File: config.mk
export PLATFORM = sky130hd
export DESIGN_NAME = cpag_addr
export DESIGN_NICKNAME = d
export VERILOG_FILES = /design/src/hdl/cpag_pkg.sv /design/src/hdl/cpag_addr.sv
export SDC_FILE = /design/constraint.sdc
export NUM_CORES = 2
export LEC_CHECK = 0
export BUFFER_PORTS_ARGS = -buffer_cell sky130_fd_sc_hd__clkbuf_2
export CORE_ASPECT_RATIO = 0.5
export CORE_MARGIN = 2
export CORE_UTILIZATION = 50
export CTS_CLUSTER_DIAMETER = 30
export DETAILED_ROUTE_END_ITERATION = 10
export GPL_TIMING_DRIVEN = 0
export PLACE_DENSITY = 0.71
export REMOVE_ABC_BUFFERS = 1
export SLEW_MARGIN = 5
export SYNTH_ARGS = -nofsm -noshare
export SYNTH_HDL_FRONTEND = slang
export SYNTH_SLANG_ARGS = --single-unit
export TNS_END_PERCENT = 1
File: constraint.sdc
create_clock -name clk -period 14.9 [get_ports clk]
set_clock_uncertainty 0.15 [all_clocks]
set_input_delay 2.98 -clock clk [delete_from_list [all_inputs] [get_ports clk]]
set_output_delay 2.98 -clock clk [all_outputs]
set_load 0.005 [all_outputs]
File: src/hdl/cpag_pkg.sv
// Shared types and constants of the convolution patch address generator.
package cpag_pkg;

    localparam int OFF_W     = 17;
    localparam int POS_W     = 18;
    localparam int OUT_W     = 32;
    localparam int CFG_W     = 64;
    localparam int REG_IDX_W = 3;
    localparam int ACT_W     = 3;
    localparam int DIMS      = 4;

    localparam logic [REG_IDX_W-1:0] REG_PATCH_SIZES  = 3'd0;
    localparam logic [REG_IDX_W-1:0] REG_VOLUME_SIZES = 3'd1;
    localparam logic [REG_IDX_W-1:0] REG_STRIDES_LOW  = 3'd2;
    localparam logic [REG_IDX_W-1:0] REG_STRIDES_HIGH = 3'd3;
    localparam logic [REG_IDX_W-1:0] REG_MAT_HEIGHT   = 3'd4;
    localparam logic [REG_IDX_W-1:0] REG_VOL_BASE     = 3'd5;
    localparam logic [REG_IDX_W-1:0] REG_SCATTER_MODE = 3'd6;

    localparam logic [ACT_W-1:0] ACT_COPY = 3'd0;
    localparam logic [ACT_W-1:0] ACT_ZERO = 3'd1;
    localparam logic [ACT_W-1:0] ACT_ADD  = 3'd2;
    localparam logic [ACT_W-1:0] ACT_SKIP = 3'd3;
    localparam logic [ACT_W-1:0] ACT_NONE = 3'd4;

    typedef struct packed {
        logic active;
        logic in_range;
        logic last;
    } elem_flags_t;

endpackage

File: src/hdl/cpag_addr.sv
// Address stages: stride products, then the address sum and the output word.
module cpag_addr #(
    parameter int ADDR_BITS = 32
) (
    input  logic                               clk,
    input  logic                               rst_n,
    input  logic                               s1_valid,
    output logic                               s1_ready,
    input  logic [3:0][cpag_pkg::POS_W-1:0]    s1_pos,
    input  logic [ADDR_BITS-1:0]               s1_mptr,
    input  cpag_pkg::elem_flags_t              s1_flags,
    input  logic [3:0][ADDR_BITS-1:0]          stride,
    input  logic [ADDR_BITS-1:0]               base,
    input  logic                               scatter,
    output logic                               out_valid,
    input  logic                               out_stall,
    output logic [cpag_pkg::OUT_W-1:0]         vol_address,
    output logic [cpag_pkg::OUT_W-1:0]         mat_address,
    output logic [cpag_pkg::ACT_W-1:0]         action,
    output logic                               last
);
    import cpag_pkg::*;

    logic                          s2_valid_reg, s2_valid_next;
    logic [3:0][ADDR_BITS-1:0]     prod_reg, prod_next;
    logic [ADDR_BITS-1:0]          s2_mptr_reg;
    elem_flags_t                   s2_flags_reg;
    logic [3:0][ADDR_BITS-1:0]     pos_ext;

    logic                          out_valid_reg, out_valid_next;
    logic [OUT_W-1:0]              vol_reg, vol_next;
    logic [OUT_W-1:0]              mat_reg, mat_next;
    logic [ACT_W-1:0]              action_reg, action_next;
    logic                          last_reg, last_next;
    logic [ADDR_BITS-1:0]          addr_sum;

    logic                          s2_en;
    logic                          s3_en;
    logic                          s2_load;
    logic                          s3_load;

    assign s3_en    = !out_valid_reg || !out_stall;
    assign s2_en    = !s2_valid_reg || s3_en;
    assign s1_ready = s2_en;
    assign s2_load  = s2_en && s1_valid;
    assign s3_load  = s3_en && s2_valid_reg;

    always_comb
    begin
        // Products are taken modulo the address width, so a negative
        // position works as its two's complement.
        for (int d = 0; d < DIMS; d++)
        begin
            pos_ext[d]   = ADDR_BITS'(signed'(s1_pos[d]));
            prod_next[d] = pos_ext[d] * stride[d];
        end
        s2_valid_next = s2_en ? s1_valid : s2_valid_reg;

        addr_sum = base + prod_reg[0] + prod_reg[1] + prod_reg[2] + prod_reg[3];

        if (!s2_flags_reg.active)
        begin
            vol_next    = '0;
            mat_next    = '0;
            action_next = ACT_NONE;
            last_next   = 1'b1;
        end
        else
        begin
            vol_next  = s2_flags_reg.in_range ? OUT_W'(addr_sum) : '0;
            mat_next  = OUT_W'(s2_mptr_reg);
            last_next = s2_flags_reg.last;
            if (scatter)
            begin
                action_next = s2_flags_reg.in_range ? ACT_ADD : ACT_SKIP;
            end
            else
            begin
                action_next = s2_flags_reg.in_range ? ACT_COPY : ACT_ZERO;
            end
        end
        out_valid_next = s3_en ? s2_valid_reg : out_valid_reg;
    end

    always_ff @(posedge clk or negedge rst_n)
    begin
        if (!rst_n)
        begin
            s2_valid_reg  <= 1'b0;
            out_valid_reg <= 1'b0;
        end
        else
        begin
            s2_valid_reg  <= s2_valid_next;
            out_valid_reg <= out_valid_next;
        end
    end

    always_ff @(posedge clk)
    begin
        if (s2_load)
        begin
            prod_reg     <= prod_next;
            s2_mptr_reg  <= s1_mptr;
            s2_flags_reg <= s1_flags;
        end
        if (s3_load)
        begin
            vol_reg    <= vol_next;
            mat_reg    <= mat_next;
            action_reg <= action_next;
            last_reg   <= last_next;
        end
    end

    assign out_valid   = out_valid_reg;
    assign vol_address = vol_reg;
    assign mat_address = mat_reg;
    assign action      = action_reg;
    assign last        = last_reg;

endmodule
==> results_dict.tcl <==
set metrics [dict create \
    run_status "complete, no violations" \
    tns_ps 0 \
    wire_per_inst_um 18.15 \
    max_freq_ghz 0.1026 \
    hold_end "out_valid" \
    antenna_found_initial 4 \
    grt_usage_pct 25.22 \
    setup_viol_count_final 0 \
    slew_headroom_pct 25.67 \
    drt-pass1-iter-count 6 \
    critPathBufInv 6 \
    period_needed_ps 9745 \
    hold_viol 0 \
    cp-end-kind "flop" \
    grt-ovfl-total 0 \
    path_class "primary input to flop" \
    vias 43500 \
    ys_ff_latch 233 \
    viasPerCell 5.185 \
    cts_made_buffers 41 \
    r2r-start "prod_reg[33]" \
    whs_path_depth 1 \
    path_clk_slew_ps 60 \
    cp-start-kind "primary input" \
    hold_path.class "flop to flop" \
    fp-row-count 91 \
    start_util_pct 50.20 \
    post-route-drc-count 0 \
    ios 342 \
    drive_gt1_share_pct 6.464 \
    die_h_um 252.3 \
    fin_nets 8832 \
    core-area_mm2 0.1229 \
    area_delta_synth_final_pct 6.985 \
    async_flop_share_pct 0.8584 \
    clk_path_buf_depth 3 \
    ff2ff_path_depth 17 \
    root_buffer "clkbuf_16" \
    cp_common_cell "fa_1" \
    worst_slew_pin_slew_ps 1112 \
    rrSetupSlack_ps 9230 \
    yosys.cell_types.count 62 \
    holdBufCountCts 0 \
    cpPeakStageDelay_ps 570 \
    yosysSeqAreaShare_pct 11.33 \
    ys_warn_count 0 \
    critPathSlowestCell "fa_1" \
    fill_cells 10960 \
    cts_resized 0 \
    fin_crit_sh_pct 65.40 \
    avgSynthCellArea_um2 9.339 \
    cp_max_fo 32 \
    ys_dominant_reg_cell "edfxtp_1" \
    dp_hpwl_mm 119.1 \
    cap_viol_max_count 0 \
    final_max_slew_viol_count 0 \
    die-width_um 500.7 \
    port_buffers 341 \
    grt_pass1_wl_mm 250.3 \
    rr_endpoint "vol_address[31]" \
    syn_area_mm2 0.06167 \
    clk_latency_ps 600 \
    cts_htree_levels 2 \
    die-area_mm2 0.1263 \
    path_cells "clkbuf_2 > nand2_1 > fa_1 > inv_1 > fa_1 > inv_1 > fa_1 > fa_1 > inv_1 > fa_1 > inv_1 > fa_1 > inv_1 > ha_1 > a21oi_1 > o21ai_0 > a221oi_1 > a21boi_1 > o21ai_1 > o31a_1 > o21a_1 > o41ai_2 > xnor2_1" \
    grt_max_degree 68 \
    cp.arrival_ps 9840 \
    post-cts-setup-buffer-count 0 \
    synth_enable_flop_cells 231 \
    syn_inst 6604 \
    pre_cts_ws_ps 4692 \
    rsz0062_at_grt "no" \
    largest_reg_flops 128 \
    ant_nets 0 \
    critical_path.top_delay_family "adder cells" \
    grt_pass1_vias 46510 \
    clock_sinks 233 \
    path_depth 23 \
    cts_tree "yes" \
    drtIter0Drc 2560 \
    cp.required_ps 15000 \
    hold_path_startpoint "s2_valid_reg" \
    wl_mm 152.3 \
    setup_ws_ps 5155 \
    final_core_util_pct 53.71 \
    place_congestion 0.8973 \
]
-- cells in the final DEF (no fill, tap or decap), types with 4 or more instances in the layout --
master	instances
nand2_1	1097
nand3_1	22
nor2b_1	13
o21bai_1	15
a31oi_1	8
edfxtp_1	231
clkbuf_2	341
clkinv_2	5
nand2b_1	42
and3_1	19
a21o_1	51
nand4_1	7
o31a_1	6
o21a_1	20
inv_6	6
and2_1	622
fa_1	1424
xor2_1	63
clkinv_8	4
o21ai_0	60
nor3_1	23
xnor2_1	195
inv_1	1705
nor2_1	125
a211oi_1	16
ha_1	408
inv_2	4
o2111ai_1	4
o21ai_1	6
clkinvlp_4	4
clkbuf_16	41
o211ai_1	4
a21oi_1	93
or3_1	7
inv_8	5
-- metrics by stage --
step / hold WS [ps] / area, µm² / std cells
after floorplan: 293.4 / 60680 / 6339
after global placement: 300.1 / 64420 / 8307
after detailed placement: 328.6 / 64530 / 8311
after CTS: 339.4 / 65950 / 8387
after global routing: 373.0 / 65980 / 8390
final: 341.5 / 65980 / 8390
-- synth_stat cells (8+ instances only) --
cell / count / area share, %
inv_1: 1705 / 10
fa_1: 1424 / 46
nand2_1: 1097 / 6.7
and2_1: 623 / 6.3
ha_1: 408 / 8.3
clkbuf_1: 264 / 1.6
edfxtp_1: 231 / 11
xnor2_1: 195 / 2.8
nor2_1: 125 / 0.76
a21oi_1: 93 / 0.75
xor2_1: 63 / 0.89
o21ai_0: 60 / 0.49
a21o_1: 51 / 0.62
nand2b_1: 42 / 0.43
nor3_1: 23 / 0.19
nand3_1: 22 / 0.18
o21a_1: 20 / 0.24
and3_1: 19 / 0.19
a211oi_1: 16 / 0.19
o21bai_1: 15 / 0.18
nor2b_1: 13 / 0.13
a31oi_1: 8 / 0.081
-- kinds of logic (layout without fill, tap and decap cells) --
family                   count (synthesis)  count (layout)  share of synthesized area [%]
adder cells (fa/ha/maj)               1832            1832                          54.50
AND/OR/NAND/NOR                       1990            1990                          15.17
other                                    0               2                              0
AO/OA/AOI/OAI                          317             317                          3.321
buffers and inverters                 1974            2131                          12.01
flip-flops                             233             233                          11.33
XOR/XNOR                               258             258                          3.664
-- per-layer routing --
layer | track usage (%) | up-vias | share of wire, %
li1 | - | 19330 | -
met1 | 34.39 | 22440 | 42
met2 | 41.27 | 1479 | 48
met3 | 4.654 | 251 | 7.6
met4 | 7.579 | 0 | 3.1
met5 | 0 | - | 0
-- layout make-up --
class,count,area (µm²),area share [%]
antenna,2,5.005,0.007585
clock inverter,35,392.9,0.5954
timing repair buffer,346,1829,2.772
sequential,233,6987,10.59
multi-input combinational,4397,47290,71.67
inverter,1709,6415,9.722
tap,1627,2036,3.085
clock buffer,41,1026,1.555
-- worst max-delay path by stage --
stage	slack, ps	to	from
after CTS	5270	prod_reg[126]	s1_pos[54]
after detailed placement	4690	prod_reg[126]	s1_pos[54]
after global routing	4910	prod_reg[126]	s1_pos[54]
after floorplan	6170	prod_reg[94]	s1_pos[42]
final	5150	prod_reg[126]	s1_pos[54]
after global placement	3030	vol_address[31]	out_stall
Power is left out: the tool's default activity adds up to more than one toggle a clock period on the data nets, which glitch-free logic cannot reach.
