==> src/hdl/cpag_pkg.sv <==
// Shared types and constants of the convolution patch address generator.
package cpag_pkg;

    localparam int OFF_W     = 17;
    localparam int POS_W     = 18;
    localparam int OUT_W     = 32;
    localparam int CFG_W     = 64;
    localparam int REG_IDX_W = 3;
    localparam int ACT_W     = 3;
    localparam int DIMS      = 4;

    localparam logic [REG_IDX_W-1:0] REG_PATCH_SIZES  = 3'd0;
    localparam logic [REG_IDX_W-1:0] REG_VOLUME_SIZES = 3'd1;
    localparam logic [REG_IDX_W-1:0] REG_STRIDES_LOW  = 3'd2;
    localparam logic [REG_IDX_W-1:0] REG_STRIDES_HIGH = 3'd3;
    localparam logic [REG_IDX_W-1:0] REG_MAT_HEIGHT   = 3'd4;
    localparam logic [REG_IDX_W-1:0] REG_VOL_BASE     = 3'd5;
    localparam logic [REG_IDX_W-1:0] REG_SCATTER_MODE = 3'd6;

    localparam logic [ACT_W-1:0] ACT_COPY = 3'd0;
    localparam logic [ACT_W-1:0] ACT_ZERO = 3'd1;
    localparam logic [ACT_W-1:0] ACT_ADD  = 3'd2;
    localparam logic [ACT_W-1:0] ACT_SKIP = 3'd3;
    localparam logic [ACT_W-1:0] ACT_NONE = 3'd4;

    typedef struct packed {
        logic active;
        logic in_range;
        logic last;
    } elem_flags_t;

endpackage

==> src/hdl/cpag_scan.sv <==
// Patch scan counters and the first pipeline stage: element position and flags.
module cpag_scan #(
    parameter int DIM_BITS  = 16,
    parameter int ADDR_BITS = 32
) (
    input  logic                                   clk,
    input  logic                                   rst_n,
    input  logic                                   in_valid,
    output logic                                   in_stall,
    input  logic                                   restart,
    input  logic signed [cpag_pkg::OFF_W-1:0]      offset_d0,
    input  logic signed [cpag_pkg::OFF_W-1:0]      offset_d1,
    input  logic signed [cpag_pkg::OFF_W-1:0]      offset_d2,
    input  logic signed [cpag_pkg::OFF_W-1:0]      offset_d3,
    input  logic [cpag_pkg::OUT_W-1:0]             row,
    input  logic [3:0][DIM_BITS-1:0]               patch_ext,
    input  logic [3:0][DIM_BITS-1:0]               vol_ext,
    input  logic [ADDR_BITS-1:0]                   mat_step,
    input  logic                                   s1_ready,
    output logic                                   s1_valid,
    output logic [3:0][cpag_pkg::POS_W-1:0]        s1_pos,
    output logic [ADDR_BITS-1:0]                   s1_mptr,
    output cpag_pkg::elem_flags_t                  s1_flags
);
    import cpag_pkg::*;

    logic [3:0][DIM_BITS-1:0]  cnt_reg, cnt_next;
    logic [3:0][OFF_W-1:0]     off_reg, off_next;
    logic [ADDR_BITS-1:0]      mptr_reg, mptr_next;
    logic                      active_reg, active_next;

    logic                      s1_valid_reg, s1_valid_next;
    logic [3:0][POS_W-1:0]     s1_pos_reg, s1_pos_next;
    logic [ADDR_BITS-1:0]      s1_mptr_reg, s1_mptr_next;
    elem_flags_t               s1_flags_reg, s1_flags_next;

    logic [3:0][OFF_W-1:0]     off_in;
    logic [3:0][DIM_BITS-1:0]  cnt_cur;
    logic [3:0][DIM_BITS-1:0]  cnt_adv;
    logic [3:0][DIM_BITS:0]    cnt_inc;
    logic [4:0]                carry;
    logic [ADDR_BITS-1:0]      mptr_cur;
    logic                      active_cur;
    logic                      in_range;
    logic                      final_elem;
    logic                      stage_en;
    logic                      accept;

    assign stage_en = !s1_valid_reg || s1_ready;
    assign in_stall = !stage_en;
    assign accept   = in_valid && stage_en;

    assign off_in[0] = offset_d0;
    assign off_in[1] = offset_d1;
    assign off_in[2] = offset_d2;
    assign off_in[3] = offset_d3;

    always_comb
    begin
        off_next   = restart ? off_in : off_reg;
        cnt_cur    = restart ? '0 : cnt_reg;
        mptr_cur   = restart ? row[ADDR_BITS-1:0] : mptr_reg;
        active_cur = active_reg;
        if (restart)
        begin
            active_cur = 1'b1;
            for (int d = 0; d < DIMS; d++)
            begin
                if (patch_ext[d] == '0)
                begin
                    active_cur = 1'b0;
                end
            end
        end

        in_range   = 1'b1;
        final_elem = 1'b1;
        carry[0]   = 1'b1;
        for (int d = 0; d < DIMS; d++)
        begin
            s1_pos_next[d] = POS_W'(signed'(off_next[d])) + POS_W'(cnt_cur[d]);
            if (s1_pos_next[d][POS_W-1] || (s1_pos_next[d] >= POS_W'(vol_ext[d])))
            begin
                in_range = 1'b0;
            end
            cnt_inc[d] = (DIM_BITS+1)'(cnt_cur[d]) + (DIM_BITS+1)'(1);
            if (cnt_inc[d] != (DIM_BITS+1)'(patch_ext[d]))
            begin
                final_elem = 1'b0;
            end
            // Dimension 0 advances; a dimension that reaches its extent wraps
            // and passes the step on to the next one.
            if (!carry[d])
            begin
                cnt_adv[d]   = cnt_cur[d];
                carry[d+1]   = 1'b0;
            end
            else if (cnt_inc[d] < (DIM_BITS+1)'(patch_ext[d]))
            begin
                cnt_adv[d]   = cnt_inc[d][DIM_BITS-1:0];
                carry[d+1]   = 1'b0;
            end
            else
            begin
                cnt_adv[d]   = '0;
                carry[d+1]   = 1'b1;
            end
        end

        if (active_cur)
        begin
            cnt_next    = final_elem ? '0 : cnt_adv;
            mptr_next   = mptr_cur + mat_step;
            active_next = !final_elem;
        end
        else
        begin
            cnt_next    = cnt_cur;
            mptr_next   = mptr_cur;
            active_next = 1'b0;
        end

        s1_valid_next           = stage_en ? in_valid : s1_valid_reg;
        s1_mptr_next            = mptr_cur;
        s1_flags_next.active    = active_cur;
        s1_flags_next.in_range  = in_range;
        s1_flags_next.last      = final_elem;
    end

    always_ff @(posedge clk or negedge rst_n)
    begin
        if (!rst_n)
        begin
            cnt_reg      <= '0;
            off_reg      <= '0;
            mptr_reg     <= '0;
            active_reg   <= 1'b0;
            s1_valid_reg <= 1'b0;
        end
        else
        begin
            s1_valid_reg <= s1_valid_next;
            if (accept)
            begin
                cnt_reg    <= cnt_next;
                off_reg    <= off_next;
                mptr_reg   <= mptr_next;
                active_reg <= active_next;
            end
        end
    end

    always_ff @(posedge clk)
    begin
        if (accept)
        begin
            s1_pos_reg   <= s1_pos_next;
            s1_mptr_reg  <= s1_mptr_next;
            s1_flags_reg <= s1_flags_next;
        end
    end

    assign s1_valid = s1_valid_reg;
    assign s1_pos   = s1_pos_reg;
    assign s1_mptr  = s1_mptr_reg;
    assign s1_flags = s1_flags_reg;

endmodule

==> config.mk <==
export PLATFORM = sky130hd
export DESIGN_NAME = cpag_scan
export DESIGN_NICKNAME = d
export VERILOG_FILES = /design/src/hdl/cpag_pkg.sv /design/src/hdl/cpag_scan.sv
export SDC_FILE = /design/constraint.sdc
export NUM_CORES = 1
export LEC_CHECK = 0
export BUFFER_PORTS_ARGS = -buffer_cell sky130_fd_sc_hd__buf_2
export CAP_MARGIN = 0
export CORE_AREA = 2 2 201 203
export CTS_BUF_LIST = sky130_fd_sc_hd__clkbuf_8
export CTS_CLUSTER_DIAMETER = 80
export DETAILED_ROUTE_END_ITERATION = 8
export DIE_AREA = 0 0 203 205
export GPL_ROUTABILITY_DRIVEN = 0
export HOLD_SLACK_MARGIN = 0.02
export PLACE_DENSITY = 0.81
export SLEW_MARGIN = 20
export SYNTH_ARGS = -nofsm -noshare
export SYNTH_HDL_FRONTEND = slang
export SYNTH_SLANG_ARGS = --single-unit
==> constraint.sdc <==
create_clock -name clk -period 5.66 [get_ports clk]
set_clock_uncertainty 0.15 [all_clocks]
set_input_delay 1.132 -clock clk [delete_from_list [all_inputs] [get_ports clk]]
set_output_delay 1.132 -clock clk [all_outputs]
set_load 0.03 [all_outputs]
==> results.ini <==
[grt]
grt_start_max_net_pins = 108
grt_pass1_vias = 20500
overflow = 0
grt_usage_pct = 32.6
grt_pass1_wl_mm = 106
antenna_found_initial = 15

[cts]
clockBufferDepth = 3
cts_made_buffers = 51
postCtsHoldBufs = 0
cts_root_buf = clkbuf_8
cts_tree = built
ctsHtreeMaxLevel = 2
clkSinkCount = 273
clkTransAtPathRegs_ps = 70
clk-insertion-delay-late_ps = 660

[pwr]
switchingPower_mw = 2.57
p_leak_nw = 13.8
powerDensity_nw_per_um2 = 268
swShare_pct = 35.4
p_total_mw = 7.25
internal_power_mw = 4.68
irDropWorstVdd_mv = 0.223
pwr-share-comb_pct = 37.3
seq_power_share_pct = 35.8
p_clk_share_pct = 26.9

[timing]
maxSlewViolCount = 0
maxClockFrequency_mhz = 159
fin_crit_ps = 6270
worst_pin_slew_ps = 926
layout_setup_ws_ps = -615
rsz0062_at_grt = true
whs_ps = 306
relSlewSlack_pct = 37.7
setup_viol = 1
post-route-period-util_pct = 111
hold_violations = 0

[die]
num_rows = 73
die_w_um = 203
core_um2 = 39400
die_h_um = 205
start_util_pct = 52.5
num_io_pins = 374
die_area_um2 = 41600

[final_layout]
largest_reg_flops = 72
fill_cells = 2790
drive_gt1_share_pct = 35.8
final_cell_area_um2 = 27100
final_util_pct = 68.8
syn2layout_area_growth_pct = 31.1
num-nets-final = 3324
final_cell_mix = buf_2 (371), buf_4 (323), ha_1 (218)
layout_commonest_cell = buf_2

[synthesis]
synth_edf_count = 107
synth_area_leaders = dfrtp_1 (20%), edfxtp_1 (16%), ha_1 (14%), mux2_2 (8.4%), inv_1 (3.2%)
syn_inst = 2123
syn_area_um2 = 20700
syn_nets = 2619
synth_area_per_cell_um2 = 9.74
synth.ff_latch_count = 273
ys_async_sr_fraction_pct = 60.8
yosysSeqAreaShare_pct = 35.6
synthDominantCellAreaShare_pct = 20.1
synthFlopType = dfrtp_1
synth_cell_types = 88
yosys_warnings = 0
yosys.area.top_type = dfrtp_1

[detailed_routing]
avgRoutedWirePerCell_um = 20.3
vias = 20100
via_per_inst = 5.90
wl_mm = 69.2
antenna_left = 0
drc = 0
dr.pass1.iters = 6
drt_iter0_drc = 1471

[setup_path]
crit_arrival_ps = 6640
crit_type = input pin to register
end_kind = register
critPathLaunchType = input pin
cp_max_fo = 7
worst_ep_required_time_ps = 6020

[placement]
dpl_cell_area_um2 = 25700
place_hpwl_mm = 52.9
port_buffers = 373

[run_status]
violations = negative setup slack
status = complete, but fails checks

[hold_path]
hold_class = input pin to async pin

[job]
cap_violations = 0

==> metrics by stage <==
step	cells	setup TNS, ps	setup WS (ps)
3_5_place_dp	3287	-7950	-1520
6_report	3405	-615	-615
5_1_grt	3399	-862	-862
2_1_floorplan	2123	-2680	-1390
3_3_place_gp	3287	-3100	-1230
4_1_cts	3394	-506	-506
==> cell usage after synthesis (all sizes together) (4+ instances only) <==
cell type,instances
ha,226
inv,180
dfrtp,166
mux2,154
nand2,150
o21ai,140
edfxtp,107
a21oi,106
nor2,93
xnor2,76
a21o,75
nor2b,71
xor2,50
nand3,48
nand4,41
clkbuf,40
nor3,37
o21a,30
and3,29
nor4,29
mux2i,28
a22o,26
buf,20
a31oi,17
nand2b,17
o31ai,14
and2,13
a211o,10
o21bai,10
a211oi,9
a22oi,9
or2,9
or4,6
a2111oi,5
a311o,5
and4,5
fa,5
o2111ai,5
a21boi,4
a221o,4
o211ai,4
or3,4
==> critical path: stages <==
cell	delay (ps)
buf_12	120
buf_6	150
mux2_2	380
ha_1	330
o21ai_1	130
nor4_1	80
a311o_1	370
o211a_1	260
o21a_1	200
o21ai_2	140
nand2b_1	90
a21oi_2	180
xnor2_2	200
ha_1	320
a22oi_1	180
nand3_1	100
a2111oi_2	340
and3_1	210
o221ai_1	100
a311o_1	340
a311o_1	340
or4_1	400
or4_4	430
nor3_2	110
==> repair_timing <==
item	CTS	global route
setup buffers	10	2
pin swaps	23	5
endpoints found under the setup margin	1	1
gates resized for setup	37	13
endpoints found under the hold margin	0	0
cloned	1	0
==> power groups by stage <==
stage / combinational [mW] / clock [mW] / sequential [mW]
6_report: 2.70 / 1.95 / 2.60
5_1_grt: 2.92 / 2.06 / 2.63
4_1_cts: 2.65 / 1.98 / 2.59
3_5_place_dp: 2.60 / 0 / 2.62
3_3_place_gp: 2.49 / 0 / 2.61
2_1_floorplan: 1.51 / 0 / 2.76
==> final timing paths <==
path                       slack, ps            to  depth (start not counted)   startpoint
max                             -610   s1_flags[1]                         24      restart
min                              310   off_reg[61]                          1        rst_n
max reg2reg                     -280   s1_flags[1]                         23  off_reg[17]
min reg2reg                      330   cnt_reg[11]                          1  cnt_reg[11]
max in group asynchronous       3890  mptr_reg[21]                          2        rst_n
min in group clk                 330   cnt_reg[11]                          1  cnt_reg[11]
==> layer usage <==
metal | GRT usage (%) | vias up | wire, um
li1 | - | 9210 | -
met1 | 36.6 | 9593 | 25600
met2 | 55.4 | 985 | 32700
met3 | 8.85 | 269 | 6340
met4 | 19.6 | 18 | 4390
met5 | 0 | - | 119
==> kinds of logic (layout without fill, tap and decap cells) <==
family	Yosys count	count (layout)	synth area share [%]
compound gates	510	510	16.3
xor+xnor	126	126	5.34
fa+ha+maj	231	231	14.2
buf+inv	241	989	4.56
flops	273	273	35.6
mux	182	182	9.75
other cells	0	9	0
simple gates	560	560	14.3
==> area by class of cell <==
cell class | count | area (um2) | share of cell area (%)
Timing Repair Buffer | 712 | 4610 | 17.0
Tap cell | 525 | 657 | 2.42
Multi-Input combinational cell | 1609 | 12700 | 47.0
Inverter | 181 | 687 | 2.53
Antenna cell | 9 | 22.5 | 0.0831
Clock inverter | 41 | 251 | 0.928
Sequential cell | 273 | 7370 | 27.2
Clock buffer | 55 | 757 | 2.79
No activity file was read; power rests on OpenSTA's default activity.
